**config.mk**
```make
export PLATFORM = sky130hd
export DESIGN_NAME = clook_seek_distance_flat
export DESIGN_NICKNAME = d
export VERILOG_FILES = /design/src/hw/rtl/clsd_pkg.sv /design/src/hw/rtl/clsd_channels.sv /design/src/hw/rtl/clsd_ram.sv /design/src/hw/rtl/clsd_alu.sv /design/src/hw/rtl/clsd_ctrl.sv /design/src/hw/rtl/clook_seek_distance.sv /design/src/flat_wrapper.sv
export SDC_FILE = /design/constraint.sdc
export NUM_CORES = 1
export LEC_CHECK = 0
export BUFFER_PORTS_ARGS = -buffer_cell sky130_fd_sc_hd__buf_2
export CAP_MARGIN = 20
export CORE_MARGIN = 5
export CORE_UTILIZATION = 50
export CTS_BUF_LIST = sky130_fd_sc_hd__clkbuf_8
export DETAILED_ROUTE_END_ITERATION = 12
export GPL_TIMING_DRIVEN = 0
export PLACE_DENSITY_LB_ADDON = 0.15
export RECOVER_POWER = 25
export SYNTH_ARGS = -nofsm -noshare
export SYNTH_HDL_FRONTEND = slang
export SYNTH_SLANG_ARGS = --single-unit
export TNS_END_PERCENT = 50
```
**constraint.sdc**
```tcl
create_clock -name clk -period 8.4 [get_ports clk]
set_input_delay 1.68 -clock clk [delete_from_list [all_inputs] [get_ports clk]]
set_output_delay 1.68 -clock clk [all_outputs]
set_load 0.1 [all_outputs]
```
**src/hw/rtl/clsd_pkg.sv**
```systemverilog
// ----------------------------------------------------------------------------
// clsd_pkg
// Shared types and constants of the C-LOOK seek distance block.
// ----------------------------------------------------------------------------
`default_nettype none

package clsd_pkg;

    // Fixed field widths
    localparam int CLSD_FIELD_W     = 16;
    localparam int CLSD_DIST_W      = 23;
    localparam int CLSD_CFG_IDX_W   = 2;
    localparam int CLSD_CFG_DATA_W  = 16;

    // Parameter defaults
    localparam int CLSD_MAX_REQUESTS = 64;
    localparam int CLSD_TRACK_BITS   = 16;

    localparam logic [CLSD_DIST_W-1:0] CLSD_DIST_MAX = '1;

    // Register indexes
    localparam logic [CLSD_CFG_IDX_W-1:0] REG_START_HEAD = 2'd0;
    localparam logic [CLSD_CFG_IDX_W-1:0] REG_MOVE_UP    = 2'd1;

    // Sequencer states
    typedef enum logic [2:0] {
        ST_LOAD,
        ST_READ,
        ST_CLASS,
        ST_MIN,
        ST_MAX,
        ST_DIST,
        ST_DONE
    } clsd_state_t;

    // Head moves of the distance pass: first sweep, jump, second sweep
    typedef enum logic [1:0] {
        STEP_SWEEP1,
        STEP_JUMP,
        STEP_SWEEP2
    } clsd_step_t;

    // Sequencer to datapath
    typedef struct packed {
        logic in_ready;
        logic read_en;
        logic class_en;
        logic min_en;
        logic max_en;
        logic dist_en;
        logic out_valid;
    } clsd_ctrl_t;

    // Datapath to sequencer
    typedef struct packed {
        logic last_accept;
        logic last_entry;
        logic last_step;
        logic out_taken;
    } clsd_stat_t;

endpackage

`default_nettype wire

```
**src/hw/rtl/clsd_channels.sv**
```systemverilog
// ----------------------------------------------------------------------------
// clsd_channels
// Valid/ready channel interfaces: request words, result words and
// configuration writes.
// ----------------------------------------------------------------------------
`default_nettype none

interface clsd_req_if import clsd_pkg::*; ();
    logic                    valid;
    logic                    ready;
    logic [CLSD_FIELD_W-1:0] request_track;
    logic                    is_last;

    modport source (output valid, output request_track, output is_last, input ready);
    modport sink   (input valid, input request_track, input is_last, output ready);
endinterface

interface clsd_res_if import clsd_pkg::*; ();
    logic                   valid;
    logic                   ready;
    logic [CLSD_DIST_W-1:0] total_distance;

    modport source (output valid, output total_distance, input ready);
    modport sink   (input valid, input total_distance, output ready);
endinterface

interface clsd_cfg_if import clsd_pkg::*; ();
    logic                       valid;
    logic                       ready;
    logic [CLSD_CFG_IDX_W-1:0]  index;
    logic [CLSD_CFG_DATA_W-1:0] data;

    modport source (output valid, output index, output data, input ready);
    modport sink   (input valid, input index, input data, output ready);
endinterface

`default_nettype wire

```
**src/hw/rtl/clsd_ram.sv**
```systemverilog
// ----------------------------------------------------------------------------
// clsd_ram
// Generic single-write, single-read RAM with registered read data.
// ----------------------------------------------------------------------------
`default_nettype none

module clsd_ram #(
    parameter int WIDTH = 16,
    parameter int DEPTH = 64,
    localparam int ADDR_W = (DEPTH > 1) ? $clog2(DEPTH) : 1
) (
    input  wire logic              clk,
    input  wire logic              we,
    input  wire logic [ADDR_W-1:0] waddr,
    input  wire logic [WIDTH-1:0]  wdata,
    input  wire logic              re,
    input  wire logic [ADDR_W-1:0] raddr,
    output      logic [WIDTH-1:0]  rdata
);

    logic [WIDTH-1:0] mem [DEPTH];

    // Write port
    always_ff @(posedge clk)
    begin
        if (we)
        begin
            mem[waddr] <= wdata;
        end
    end

    // Registered read port
    always_ff @(posedge clk)
    begin
        if (re)
        begin
            rdata <= mem[raddr];
        end
    end

endmodule

`default_nettype wire

```
**src/hw/rtl/clsd_alu.sv**
```systemverilog
// ----------------------------------------------------------------------------
// clsd_alu
// Shared subtract unit: less-than flag and absolute difference of two tracks.
// ----------------------------------------------------------------------------
`default_nettype none

module clsd_alu #(
    parameter int W = 16
) (
    input  wire logic [W-1:0] a,
    input  wire logic [W-1:0] b,
    output      logic         lt,
    output      logic [W-1:0] absdiff
);

    logic [W:0] diff;

    // Borrow out of a - b gives a < b
    always_comb
    begin
        diff    = {1'b0, a} - {1'b0, b};
        lt      = diff[W];
        absdiff = lt ? (~diff[W-1:0] + W'(1)) : diff[W-1:0];
    end

endmodule

`default_nettype wire

```
**src/hw/rtl/clsd_ctrl.sv**
```systemverilog
// ----------------------------------------------------------------------------
// clsd_ctrl
// Sequencer: batch load, per-entry classify/min/max sweep, distance pass and
// result hand-off.
// ----------------------------------------------------------------------------
`default_nettype none

module clsd_ctrl import clsd_pkg::*; (
    input  wire logic       clk,
    input  wire logic       rst_n,
    input  wire clsd_stat_t stat,
    output      clsd_ctrl_t ctrl
);

    clsd_state_t state_reg;
    clsd_state_t state_next;

    always_ff @(posedge clk or negedge rst_n)
    begin
        if (!rst_n)
        begin
            state_reg <= ST_LOAD;
        end
        else
        begin
            state_reg <= state_next;
        end
    end

    // Next state
    always_comb
    begin
        state_next = state_reg;
        unique case (state_reg)
            ST_LOAD:  if (stat.last_accept) state_next = ST_READ;
            ST_READ:  state_next = ST_CLASS;
            ST_CLASS: state_next = ST_MIN;
            ST_MIN:   state_next = ST_MAX;
            ST_MAX:   state_next = stat.last_entry ? ST_DIST : ST_READ;
            ST_DIST:  if (stat.last_step) state_next = ST_DONE;
            ST_DONE:  if (stat.out_taken) state_next = ST_LOAD;
            default:  state_next = ST_LOAD;
        endcase
    end

    // Outputs
    always_comb
    begin
        ctrl = '0;
        unique case (state_reg)
            ST_LOAD:  ctrl.in_ready  = 1'b1;
            ST_READ:  ctrl.read_en   = 1'b1;
            ST_CLASS: ctrl.class_en  = 1'b1;
            ST_MIN:   ctrl.min_en    = 1'b1;
            ST_MAX:   ctrl.max_en    = 1'b1;
            ST_DIST:  ctrl.dist_en   = 1'b1;
            ST_DONE:  ctrl.out_valid = 1'b1;
            default:  ctrl = '0;
        endcase
    end

endmodule

`default_nettype wire

```
**src/hw/rtl/clook_seek_distance.sv**
```systemverilog
// ----------------------------------------------------------------------------
// clook_seek_distance
// C-LOOK total head travel over a batch of track requests.
// ----------------------------------------------------------------------------
// Usage:
//   req: one request word per accepted cycle (request_track, is_last). Words
//   load at one per cycle into the request RAM; words past MAX_REQUESTS are
//   dropped. The word with is_last set closes the batch.
//   cfg: register writes (start_head, move_up), always ready; write only while
//   the block is idle between batches.
//   res: one word, total_distance (saturated at 23 bits), per batch.
// Timing: after the closing word is accepted, req.ready drops. A sweep reads
//   each stored request once and uses the shared subtract unit three times on
//   it (one RAM read, then three compares), then three head moves go through
//   the same unit.
// Stall: the result holds on res until taken; req.ready stays low until then.
// Reset: clears the batch count, the sequencer, and sets start_head to 0 and
//   move_up to 1. The request RAM is not cleared.
// ----------------------------------------------------------------------------
`default_nettype none

module clook_seek_distance import clsd_pkg::*; #(
    parameter int MAX_REQUESTS = CLSD_MAX_REQUESTS,
    parameter int TRACK_BITS   = CLSD_TRACK_BITS
) (
    input wire logic clk,
    input wire logic rst_n,
    clsd_req_if.sink   req,
    clsd_res_if.source res,
    clsd_cfg_if.sink   cfg
);

    localparam int ADDR_W = (MAX_REQUESTS > 1) ? $clog2(MAX_REQUESTS) : 1;
    localparam int CNT_W  = $clog2(MAX_REQUESTS + 1);
    localparam int COPY_W = (TRACK_BITS < CLSD_FIELD_W) ? TRACK_BITS : CLSD_FIELD_W;
    localparam int SUM_W  = ((TRACK_BITS > CLSD_DIST_W) ? TRACK_BITS : CLSD_DIST_W) + 1;

    clsd_ctrl_t ctrl;
    clsd_stat_t stat;

    // Configuration registers
    logic [CLSD_FIELD_W-1:0] start_head_reg;
    logic                    move_up_reg;

    // Batch and sweep control
    logic [CNT_W-1:0]  count_reg, count_next;
    logic [ADDR_W-1:0] idx_reg, idx_next;
    clsd_step_t        step_reg, step_next;
    logic              lo_any_reg, lo_any_next;
    logic              hi_any_reg, hi_any_next;
    logic [CLSD_DIST_W-1:0] acc_reg, acc_next;

    // Datapath payload
    logic [TRACK_BITS-1:0] entry_reg;
    logic                  high_reg, high_next;
    logic [TRACK_BITS-1:0] lo_min_reg, lo_min_next;
    logic [TRACK_BITS-1:0] lo_max_reg, lo_max_next;
    logic [TRACK_BITS-1:0] hi_min_reg, hi_min_next;
    logic [TRACK_BITS-1:0] hi_max_reg, hi_max_next;
    logic [TRACK_BITS-1:0] head_reg, head_next;

    logic                  in_accept;
    logic                  store_we;
    logic [TRACK_BITS-1:0] track_in;
    logic [TRACK_BITS-1:0] start_trk;
    logic [TRACK_BITS-1:0] ram_rdata;
    logic [TRACK_BITS-1:0] alu_a, alu_b, alu_abs;
    logic                  alu_lt;
    logic [TRACK_BITS-1:0] set_min, set_max;
    logic                  set_any;
    logic                  move_en;
    logic [TRACK_BITS-1:0] move_tgt;
    logic [SUM_W-1:0]      sum;

    assign in_accept = req.valid && req.ready;
    assign store_we  = in_accept && (count_reg < CNT_W'(MAX_REQUESTS));
    assign track_in  = TRACK_BITS'(req.request_track[COPY_W-1:0]);
    assign start_trk = TRACK_BITS'(start_head_reg[COPY_W-1:0]);

    // Handshakes
    assign req.ready          = ctrl.in_ready;
    assign res.valid          = ctrl.out_valid;
    assign res.total_distance = acc_reg;
    assign cfg.ready          = 1'b1;

    // Status to the sequencer
    always_comb
    begin
        stat.last_accept = in_accept && req.is_last;
        stat.last_entry  = (CNT_W'(idx_reg) == (count_reg - CNT_W'(1)));
        stat.last_step   = (step_reg == STEP_SWEEP2);
        stat.out_taken   = res.valid && res.ready;
    end

    clsd_ctrl u_ctrl (
        .clk   (clk),
        .rst_n (rst_n),
        .stat  (stat),
        .ctrl  (ctrl)
    );

    clsd_ram #(
        .WIDTH (TRACK_BITS),
        .DEPTH (MAX_REQUESTS)
    ) u_ram (
        .clk   (clk),
        .we    (store_we),
        .waddr (count_reg[ADDR_W-1:0]),
        .wdata (track_in),
        .re    (ctrl.read_en),
        .raddr (idx_reg),
        .rdata (ram_rdata)
    );

    // Running bounds of the set the current entry belongs to
    assign set_min = high_reg ? hi_min_reg : lo_min_reg;
    assign set_max = high_reg ? hi_max_reg : lo_max_reg;
    assign set_any = high_reg ? hi_any_reg : lo_any_reg;

    // Head move of the current distance step
    always_comb
    begin
        move_en  = 1'b0;
        move_tgt = head_reg;
        unique case (step_reg)
            STEP_SWEEP1:
            begin
                move_en  = move_up_reg ? hi_any_reg : lo_any_reg;
                move_tgt = move_up_reg ? hi_max_reg : lo_min_reg;
            end
            STEP_JUMP:
            begin
                move_en  = move_up_reg ? lo_any_reg : hi_any_reg;
                move_tgt = move_up_reg ? lo_min_reg : hi_max_reg;
            end
            STEP_SWEEP2:
            begin
                move_en  = move_up_reg ? lo_any_reg : hi_any_reg;
                move_tgt = move_up_reg ? lo_max_reg : hi_min_reg;
            end
            default:
            begin
                move_en  = 1'b0;
                move_tgt = head_reg;
            end
        endcase
    end

    // Operand select for the shared unit
    always_comb
    begin
        alu_a = '0;
        alu_b = '0;
        priority if (ctrl.class_en)
        begin
            alu_a = start_trk;
            alu_b = ram_rdata;
        end
        else if (ctrl.min_en)
        begin
            alu_a = entry_reg;
            alu_b = set_min;
        end
        else if (ctrl.max_en)
        begin
            alu_a = set_max;
            alu_b = entry_reg;
        end
        else if (ctrl.dist_en)
        begin
            alu_a = move_tgt;
            alu_b = head_reg;
        end
    end

    clsd_alu #(
        .W (TRACK_BITS)
    ) u_alu (
        .a       (alu_a),
        .b       (alu_b),
        .lt      (alu_lt),
        .absdiff (alu_abs)
    );

    assign sum = SUM_W'(acc_reg) + SUM_W'(alu_abs);

    // Next values
    always_comb
    begin
        count_next  = count_reg;
        idx_next    = idx_reg;
        step_next   = step_reg;
        lo_any_next = lo_any_reg;
        hi_any_next = hi_any_reg;
        acc_next    = acc_reg;
        high_next   = high_reg;
        lo_min_next = lo_min_reg;
        lo_max_next = lo_max_reg;
        hi_min_next = hi_min_reg;
        hi_max_next = hi_max_reg;
        head_next   = head_reg;

        // Load; the closing word starts an empty classification
        if (store_we)
        begin
            count_next = count_reg + CNT_W'(1);
        end
        if (stat.last_accept)
        begin
            idx_next    = '0;
            lo_any_next = 1'b0;
            hi_any_next = 1'b0;
        end

        // Entry above the start head goes to the high set
        if (ctrl.class_en)
        begin
            high_next = alu_lt;
        end

        if (ctrl.min_en && (!set_any || alu_lt))
        begin
            if (high_reg)
                hi_min_next = entry_reg;
            else
                lo_min_next = entry_reg;
        end

        if (ctrl.max_en)
        begin
            if (!set_any || alu_lt)
            begin
                if (high_reg)
                    hi_max_next = entry_reg;
                else
                    lo_max_next = entry_reg;
            end
            if (high_reg)
                hi_any_next = 1'b1;
            else
                lo_any_next = 1'b1;
            idx_next = idx_reg + ADDR_W'(1);
            // Sweep done: distance pass starts at the configured head
            if (stat.last_entry)
            begin
                head_next = start_trk;
                acc_next  = '0;
                step_next = STEP_SWEEP1;
            end
        end

        // Saturating accumulation of head travel
        if (ctrl.dist_en)
        begin
            if (move_en)
            begin
                acc_next  = (sum > SUM_W'(CLSD_DIST_MAX)) ? CLSD_DIST_MAX
                                                          : sum[CLSD_DIST_W-1:0];
                head_next = move_tgt;
            end
            unique case (step_reg)
                STEP_SWEEP1: step_next = STEP_JUMP;
                STEP_JUMP:   step_next = STEP_SWEEP2;
                STEP_SWEEP2: step_next = STEP_SWEEP1;
                default:     step_next = STEP_SWEEP1;
            endcase
        end

        // Batch closed once the result is taken
        if (stat.out_taken)
        begin
            count_next = '0;
        end
    end

    // Control registers
    always_ff @(posedge clk or negedge rst_n)
    begin
        if (!rst_n)
        begin
            count_reg      <= '0;
            idx_reg        <= '0;
            step_reg       <= STEP_SWEEP1;
            lo_any_reg     <= 1'b0;
            hi_any_reg     <= 1'b0;
            acc_reg        <= '0;
            start_head_reg <= '0;
            move_up_reg    <= 1'b1;
        end
        else
        begin
            count_reg  <= count_next;
            idx_reg    <= idx_next;
            step_reg   <= step_next;
            lo_any_reg <= lo_any_next;
            hi_any_reg <= hi_any_next;
            acc_reg    <= acc_next;
            // Register writes; unknown indexes are ignored
            if (cfg.valid && cfg.ready)
            begin
                if (cfg.index == REG_START_HEAD)
                    start_head_reg <= cfg.data;
                if (cfg.index == REG_MOVE_UP)
                    move_up_reg <= cfg.data[0];
            end
        end
    end

    // Payload registers
    always_ff @(posedge clk)
    begin
        if (ctrl.class_en)
        begin
            entry_reg <= ram_rdata;
        end
        high_reg   <= high_next;
        lo_min_reg <= lo_min_next;
        lo_max_reg <= lo_max_next;
        hi_min_reg <= hi_min_next;
        hi_max_reg <= hi_max_next;
        head_reg   <= head_next;
    end

endmodule

`default_nettype wire

```
**src/flat_wrapper.sv**
```systemverilog
// flat-port wrapper written by rule: the top's interface ports become plain ports
module clook_seek_distance_flat import clsd_pkg::*;
#(
    parameter int MAX_REQUESTS = CLSD_MAX_REQUESTS,
    parameter int TRACK_BITS   = CLSD_TRACK_BITS
)
  (clk, rst_n, req_valid, req_request_track, req_is_last, req_ready, res_valid, res_total_distance, res_ready, cfg_valid, cfg_index, cfg_data, cfg_ready);
  clsd_req_if req_i ();
  clsd_res_if res_i ();
  clsd_cfg_if cfg_i ();
  input wire logic clk;
  input wire logic rst_n;
  input wire logic [$bits(req_i.valid)-1:0] req_valid;
  input wire logic [$bits(req_i.request_track)-1:0] req_request_track;
  input wire logic [$bits(req_i.is_last)-1:0] req_is_last;
  output wire logic [$bits(req_i.ready)-1:0] req_ready;
  output wire logic [$bits(res_i.valid)-1:0] res_valid;
  output wire logic [$bits(res_i.total_distance)-1:0] res_total_distance;
  input wire logic [$bits(res_i.ready)-1:0] res_ready;
  input wire logic [$bits(cfg_i.valid)-1:0] cfg_valid;
  input wire logic [$bits(cfg_i.index)-1:0] cfg_index;
  input wire logic [$bits(cfg_i.data)-1:0] cfg_data;
  output wire logic [$bits(cfg_i.ready)-1:0] cfg_ready;
  assign req_i.valid = req_valid;
  assign req_i.request_track = req_request_track;
  assign req_i.is_last = req_is_last;
  assign req_ready = req_i.ready;
  assign res_valid = res_i.valid;
  assign res_total_distance = res_i.total_distance;
  assign res_i.ready = res_ready;
  assign cfg_i.valid = cfg_valid;
  assign cfg_i.index = cfg_index;
  assign cfg_i.data = cfg_data;
  assign cfg_ready = cfg_i.ready;
  clook_seek_distance #(.MAX_REQUESTS(MAX_REQUESTS), .TRACK_BITS(TRACK_BITS)) u_core (.clk(clk), .rst_n(rst_n), .req(req_i), .res(res_i), .cfg(cfg_i));
endmodule
```
== Yosys cells after proc, flatten, opt, wreduce, memory -nomap -nowiden ==
Memory sizes are Yosys's and may differ from the RTL's. A register that Yosys moved wholly into a read port is not among the register bits.
Index checks and enable logic that the tools add are counted.
Storage, ports and cells
  flip-flop bits (word level): 157
  output and inout port bits: 26
  latch bits: 0
  memory bits (writable): 1024
  bits in read-only memories: 0
  input bits: 40
  memories kept: 1
Memory list
  u_core.u_ram.mem: words 64, width 16, rd ports 1, clocked after Yosys merged registers in 1, wr ports 1, line clsd_ram.sv:21  | logic [WIDTH-1:0] mem [DEPTH];
Operators by class
  equality and inequality tests: 13
  bitwise operators: 2
  magnitude comparators: 2
  multiplexer cells: 56
  divide/modulo/power cells: 0
  add/subtract/negate cells: 6
  shifts and indexed selects: 0
  reduce and logical (&&, ||, !) cells: 23
  multipliers: 0
Operators with widths (count)
  16-bit 2-to-1 mux: 18
  23-bit 2-to-1 mux: 5
  16-bit case mux with 3 select lines: 1
  23-bit by 16-bit adder with 24-bit output: 1
  24-bit by 23-bit > comparator with 1-bit output, second input constant: 1
  3-bit case mux with 7 select lines: 1
  1-bit 2-to-1 mux: 18
  16-bit by 16-bit subtractor with 17-bit output: 1
  16-bit by 1-bit adder with 16-bit output, second input constant: 1
  16-bit NOT: 1
  7-bit 2-to-1 mux: 2
  3-bit 2-to-1 mux: 4
  6-bit 2-to-1 mux: 2
  2-bit AND reduction: 5
  3-bit == test, second input constant: 3
  3-bit AND reduction: 3
  2-bit nonzero test: 4
  7-bit by 1-bit adder with 7-bit output, second input constant: 1
  6-bit by 7-bit == test with 1-bit output: 1
  7-bit less-than comparator, second input constant: 1
  7-bit by 1-bit subtractor with 7-bit output, second input constant: 1
  6-bit by 1-bit adder with 6-bit output, second input constant: 1
  3-bit by 2-bit == test with 1-bit output, second input constant: 2
  2-bit 2-to-1 mux: 3
  13 further kinds: 21

== Longest topological paths before layout ==
  depth in word-level cells: 15
  mapped depth: 31
  depth with buffers taken out: 29

== Cells and area by module ==
From an unflattened synthesis, not the netlist that was laid out.
Second synthesis, totals
  cell total of the unflattened synthesis: 2842
  area, all modules: 50344.5 µm²
Modules (own cells, without submodules)
  clsd_ram: area each 40202.3 µm², cells an instance 1829, instances 1
  clook_seek_distance: area each 8690.8 µm², cells an instance 815, instances 1
  clsd_alu: area each 1238.7 µm², cells an instance 172, instances 1
  clsd_ctrl: area each 212.7 µm², cells an instance 26, instances 1

== Worst setup path before layout ==
Ideal clock, no wire load.
  kind: reg2reg
  start point: reg u_core.move_up_reg
  end point: reg u_core.acc_reg[10] (netlist: u_core.res.total_distance[10])
  setup slack: 1.877 ns
  arrival: 6.445 ns
  cell stages (with the launch flop): 27
  library setup time: 0.079 ns
  cells stage by stage: dfstp_2 > clkbuf_1 > clkbuf_1 > mux2i_1 > nand2b_1 > and3_1 > o32a_1 > ha_1 > fa_1 > nand2b_1 > a21oi_1 > nor3_1 > o31a_1 > a21oi_1 > a31o_2 > clkbuf_1 > nor2_1 > xnor2_1 > ha_1 > a21oi_1 > o21a_1 > a2111oi_0 > a21oi_1 > a21oi_1 > a41oi_1 > clkbuf_1 > a21oi_1
On the way
  cells in the longest elaborated chain, start to end: 15
Ends and longest elaborated chain
  from (decl): line clook_seek_distance.sv:43  | logic move_up_reg;
  from (signal assigned): line clook_seek_distance.sv:304  | move_up_reg <= cfg.data[0];
  16-bit 2-to-1 mux (on tied branches): line clook_seek_distance.sv:139, clook_seek_distance.sv:129, clook_seek_distance.sv:134
  16-bit case mux with 3 select lines: line clook_seek_distance.sv:125  | unique case (step_reg)
  16-bit 2-to-1 mux: line clook_seek_distance.sv:169  | else if (ctrl.dist_en)
  16-bit 2-to-1 mux: line clook_seek_distance.sv:164  | else if (ctrl.max_en)
  16-bit 2-to-1 mux: line clook_seek_distance.sv:159  | else if (ctrl.min_en)
  16-bit 2-to-1 mux: line clook_seek_distance.sv:154  | priority if (ctrl.class_en)
  16-bit by 16-bit subtractor with 17-bit output: line clsd_alu.sv:21  | diff = {1'b0, a} - {1'b0, b};
  16-bit NOT: line clsd_alu.sv:23  | absdiff = lt ? (~diff[W-1:0] + W'(1)) : diff[W-1:0];
  16-bit by 1-bit adder with 16-bit output: line clsd_alu.sv:23
  16-bit 2-to-1 mux: line clsd_alu.sv:23
  23-bit by 16-bit adder with 24-bit output: line clook_seek_distance.sv:185  | assign sum = SUM_W'(acc_reg) + SUM_W'(alu_abs);
  24-bit by 23-bit > comparator with 1-bit output: line clook_seek_distance.sv:257  | acc_next = (sum > SUM_W'(CLSD_DIST_MAX)) ? CLSD_DIST_MAX
  23-bit 2-to-1 mux: line clook_seek_distance.sv:257
  23-bit 2-to-1 mux *: line clook_seek_distance.sv:255  | if (move_en)
  23-bit 2-to-1 mux *: line clook_seek_distance.sv:253  | if (ctrl.dist_en)
  net u_core.acc_next[10]: line clook_seek_distance.sv:51  | logic [CLSD_DIST_W-1:0] acc_reg, acc_next;
  to (signal assigned): line clook_seek_distance.sv:297  | acc_reg <= acc_next;
  to (decl): line clook_seek_distance.sv:51
The timed path passes the listed nets; every way through them passes the cells marked *.
A chain may end at the register's enable or synchronous reset.

== Final worst setup path ==
  start point: reg u_core.step_reg[0]
  end point: reg u_core.acc_reg[7] (netlist: u_core.res.total_distance[7])
On the way
  cells in the longest elaborated chain, start to end: 15
Ends and longest elaborated chain
  from (decl): line clook_seek_distance.sv:48  | clsd_step_t step_reg, step_next;
  from (signal assigned): line clook_seek_distance.sv:294  | step_reg <= step_next;
  2-bit == test, or another cell as far along: line clook_seek_distance.sv:125
  16-bit case mux with 3 select lines: line clook_seek_distance.sv:125
  16-bit 2-to-1 mux: line clook_seek_distance.sv:169
  16-bit 2-to-1 mux: line clook_seek_distance.sv:164
  16-bit 2-to-1 mux: line clook_seek_distance.sv:159
  16-bit 2-to-1 mux: line clook_seek_distance.sv:154
  16-bit by 16-bit subtractor with 17-bit output: line clsd_alu.sv:21
  16-bit NOT: line clsd_alu.sv:23
  16-bit by 1-bit adder with 16-bit output: line clsd_alu.sv:23
  16-bit 2-to-1 mux: line clsd_alu.sv:23
  23-bit by 16-bit adder with 24-bit output: line clook_seek_distance.sv:185
  24-bit by 23-bit > comparator with 1-bit output: line clook_seek_distance.sv:257
  23-bit 2-to-1 mux: line clook_seek_distance.sv:257
  23-bit 2-to-1 mux *: line clook_seek_distance.sv:255
  23-bit 2-to-1 mux *: line clook_seek_distance.sv:253
  net u_core.acc_next[7]: line clook_seek_distance.sv:51
Marks and branches as above.

==> impl_metrics.csv <==
group,metric,value,unit
clocking,cts.reportedPaths.clkPinSlew,60,ps
critical_path,worstSetupPathType,"flip-flop to flip-flop",
clocking,post-cts-setup-buffer-count,0,
final_layout,nets,2924,
detailed_routing,via_count,26200,
detailed_routing,antenna_left,0,
die,initial_core_util,50.2,%
critical_path,worst_path_max_delay_cell,"buf_1",
yosys,synthTopCellsByArea,"edfxtp_1, mux4_2, dfrtp_1, mux2i_1, a21oi_1",
critical_path,endpoint_kind,"flip-flop",
clocking,cts.sinks,1197,
power_and_ir_drop,p_leak,18.0,nW
clocking,htree_levels,4,
global_routing,grt_pass1_vias,26600,
min_path,whs_path_depth,0,
final_layout,utilization,57.0,%
critical_path,r2r-start,"u_core.step_reg[0]$_DFFE_PN0P_",
power_and_ir_drop,power_frac_comb,42.0,%
final_layout,top_register,"u_core.u_ram.mem",
clocking,clock_tree.buffer_depth,3,
yosys,syn_area,49200,µm²
detailed_routing,dr.pass1.iters,9,
sta,rsz0062_at_grt,"no",
final_layout,seq_area,35500,µm²
sta,drv_slew,525,
final_layout,final_cell_area,55800,µm²
critical_path,reg2reg_to,"u_core.res.total_distance[7]$_DFF_PN0_",
critical_path,reg2reg_depth,28,
sta,skew,46.1,ps
power_and_ir_drop,intPower,0.0127,W
critical_path,slowest_delay,520,ps
placed_design,dp_hpwl,83900,µm
critical_path,critPathLaunchType,"flip-flop",
power_and_ir_drop,switchingPower,0.00761,W
placed_design,dpl_cell_area,52200,µm²
sta,min_period,7940,ps
placed_design,gp_congestion,0.879,
yosys,synth_warnings,0,
global_routing,grt_pass1_wl,179000,µm
placed_design,io_buffers,64,
critical_path,critical_path_peak_fanout,10,
yosys,seq_area_frac_synth,72.2,%
min_path,hold_path_class,"flip-flop to flip-flop",
run_status,status,"finished with violations",
die,coreArea,98000,µm²
global_routing,grt_start_max_net_pins,65,
clocking,clockRootBuffer,"clkbuf_8",
critical_path,critPathRequiredTime,9170,ps
die,die-area,105000,µm²
min_path,worstHoldStart,"u_core.u_ram.rdata[7]$_DFFE_PN_",
global_routing,grtUsageTotal,23.6,%
yosys,synth_top_area_share,68.4,%
critical_path,crit_top_cell,"a21oi_1",
final_layout,largest_reg_flops,1024,
job,drv_cap,11,
run_status,failed_checks,"capacitance limit, slew limit",
clocking,cts_tree,"done",
min_path,hold-path-endpoint,"u_core.entry_reg[7]$_DFFE_PP_",
final_layout,synthToLayoutAreaGrowth,13.6,%
final_layout,multi_input_area,13200,µm²
detailed_routing,drt_iter0_markers,2947,
final_layout,layout.cells.non_filler,4280,
die,dieWidth,324,µm
die,ios,66,
yosys,synthFlopType,"edfxtp_1",
sta,setup-tns-final,0,ps
power_and_ir_drop,swShare,37.5,%
detailed_routing,via_per_inst,6.12,
yosys,syn_inst,2516,
yosys,synth.net_count,2601,
sta,slew_headroom,-152,%
sta,worst_slew_pin_slew,3770,ps
critical_path,reg2reg_setup_slack,460,ps
global_routing,overflow,0,
yosys,ys_ff_latch,1197,
sta,setup_viol,0,
die,row_count,115,
placed_design,dp_cells,3921,
detailed_routing,routedWlPerCell,28.8,µm
yosys,syn_area_per_cell,19.5,µm²
yosys,synth_edf_count,1121,
power_and_ir_drop,p_clk_share,22.8,%
yosys,synthArstFlopShare,5.01,%
critical_path,cp_data_arrival_time,8710,ps
global_routing,antenna_found_initial,7,
sta,fmaxAchievable,0.126,GHz
sta,hold_viol_final,0,
clocking,clk_latency,860,ps
detailed_routing,drt-total-wl,123000,µm
yosys,yosysTopAreaCell,"edfxtp_1",
power_and_ir_drop,p_seq_share,35.2,%
power_and_ir_drop,power.density,364,nW/µm²
final_layout,drive_gt1_share,27.9,%
die,fp.dieH,324,µm
clocking,cts-buffers-inserted,192,
sta,min_period_over_period,94.5,%
yosys,ys_types,70,
detailed_routing,drc,0,
final_layout,n_fill_cell,7326,
power_and_ir_drop,ir_drop,0.000474,V
[Yosys cell counts, types with 13 or more instances]
library cell  number
a211oi_1          21
nand2b_1          13
ha_1              43
a222oi_1          24
clkbuf_1          96
dfxtp_1           16
mux2_2            31
o22ai_1           13
dfrtp_1           59
o21ai_0           42
buf_1             25
edfxtp_1        1121
mux4_2           336
inv_1             28
nand2_1           71
xnor2_1           31
mux2i_1           60
nor2_1           142
a21oi_1          117
and2_1            17
xor2_1            22
nand3_1           20
buf_2             24
[kinds of logic after synthesis]
| logic type | Yosys count | share of synthesized area, % |
|---|---|---|
| simple gates | 318 | 3.01 |
| buf+inv | 175 | 1.40 |
| flops | 1197 | 72.2 |
| compound gates | 299 | 3.95 |
| other cells | 1 | 0.00763 |
| xor+xnor | 54 | 0.977 |
| mux | 427 | 17.3 |
| fa+ha+maj | 45 | 1.18 |
[power groups by stage]
stage | clock [W] | sequential [W] | combinational, W
finish | 0.00463 | 0.00715 | 0.00853
global route | 0.00502 | 0.00718 | 0.00922
CTS | 0.00473 | 0.00714 | 0.00841
detailed placement | 0 | 0.00726 | 0.00835
global placement | 0 | 0.00725 | 0.00806
floorplan | 0 | 0.00746 | 0.00586
[critical path: cells and delay by family (launching register included)]
kind | cells | cell delay [ps]
AO/OA/AOI/OAI | 15 | 3950
adder cells (fa/ha/maj) | 3 | 770
XOR/XNOR | 1 | 150
buffers and inverters | 5 | 1870
flip-flops | 1 | 430
AND/OR/NAND/NOR | 3 | 350
multiplexers | 1 | 330
[layout make-up]
class / count / share of cell area, %
antenna: 1 / 0.00448
buffer: 145 / 1.08
clock buffer: 195 / 4.81
clock inverter: 152 / 1.53
inverter: 29 / 0.195
multi-input combinational: 1144 / 23.7
sequential: 1197 / 63.5
tap: 1287 / 2.88
timing repair buffer: 130 / 2.28
[layout by cell type (no fill, tap or decap), types with 60 or more instances in the layout]
cell      synthesis  final
clkbuf_8          0    195
edfxtp_1       1121   1121
buf_2            24     75
nor2_2            0     65
inv_1            28     98
nand2_1          71     71
clkbuf_1         96    109
mux4_2          336    336
nor2_1          142     77
a21oi_1         117    114
mux2i_1          60     60
[how the worst max path moves through the flow]
stage | from | slack [ps] | cells after the start | endpoint
finish | u_core.step_reg[0]$_DFFE_PN0P_ | 460 | 28 | u_core.res.total_distance[7]$_DFF_PN0_
floorplan | u_core.move_up_reg$_DFFE_PN1P_ | 1880 | 26 | u_core.res.total_distance[10]$_DFF_PN0_
CTS | u_core.move_up_reg$_DFFE_PN1P_ | 90 | 26 | u_core.res.total_distance[9]$_DFF_PN0_
global route | u_core.step_reg[0]$_DFFE_PN0P_ | 70 | 30 | u_core.res.total_distance[7]$_DFF_PN0_
detailed placement | u_core.move_up_reg$_DFFE_PN1P_ | -690 | 26 | u_core.res.total_distance[9]$_DFF_PN0_
global placement | u_core.u_ctrl.state_reg[0]$_DFFE_PN0P_ | -710 | 24 | u_core.res.total_distance[8]$_DFF_PN0_
[per-layer routing]
metal  GRT usage, %  wire, µm
met3           5.24      9780
met1           33.7     51000
met5              0        13
met4           7.07      3450
met2           37.2     58900
[per-stage QoR]
| step | hold WS (ps) | power (W) | worst slack [ps] |
|---|---|---|---|
| finish | 466 | 0.0203 | 463 |
| global route | 476 | 0.0214 | 67.0 |
| CTS | 463 | 0.0203 | 86.5 |
| detailed placement | 446 | 0.0156 | -687 |
| global placement | 452 | 0.0153 | -713 |
| floorplan | 421 | 0.0133 | 1880 |
[timing repair]
item                                    CTS  global route
endpoints found under the setup margin   20            17
gates cloned                              0             0
gates resized for setup                  10            11
hold buffers                              0             0
Note: power is estimated with default switching activity, not from simulation.
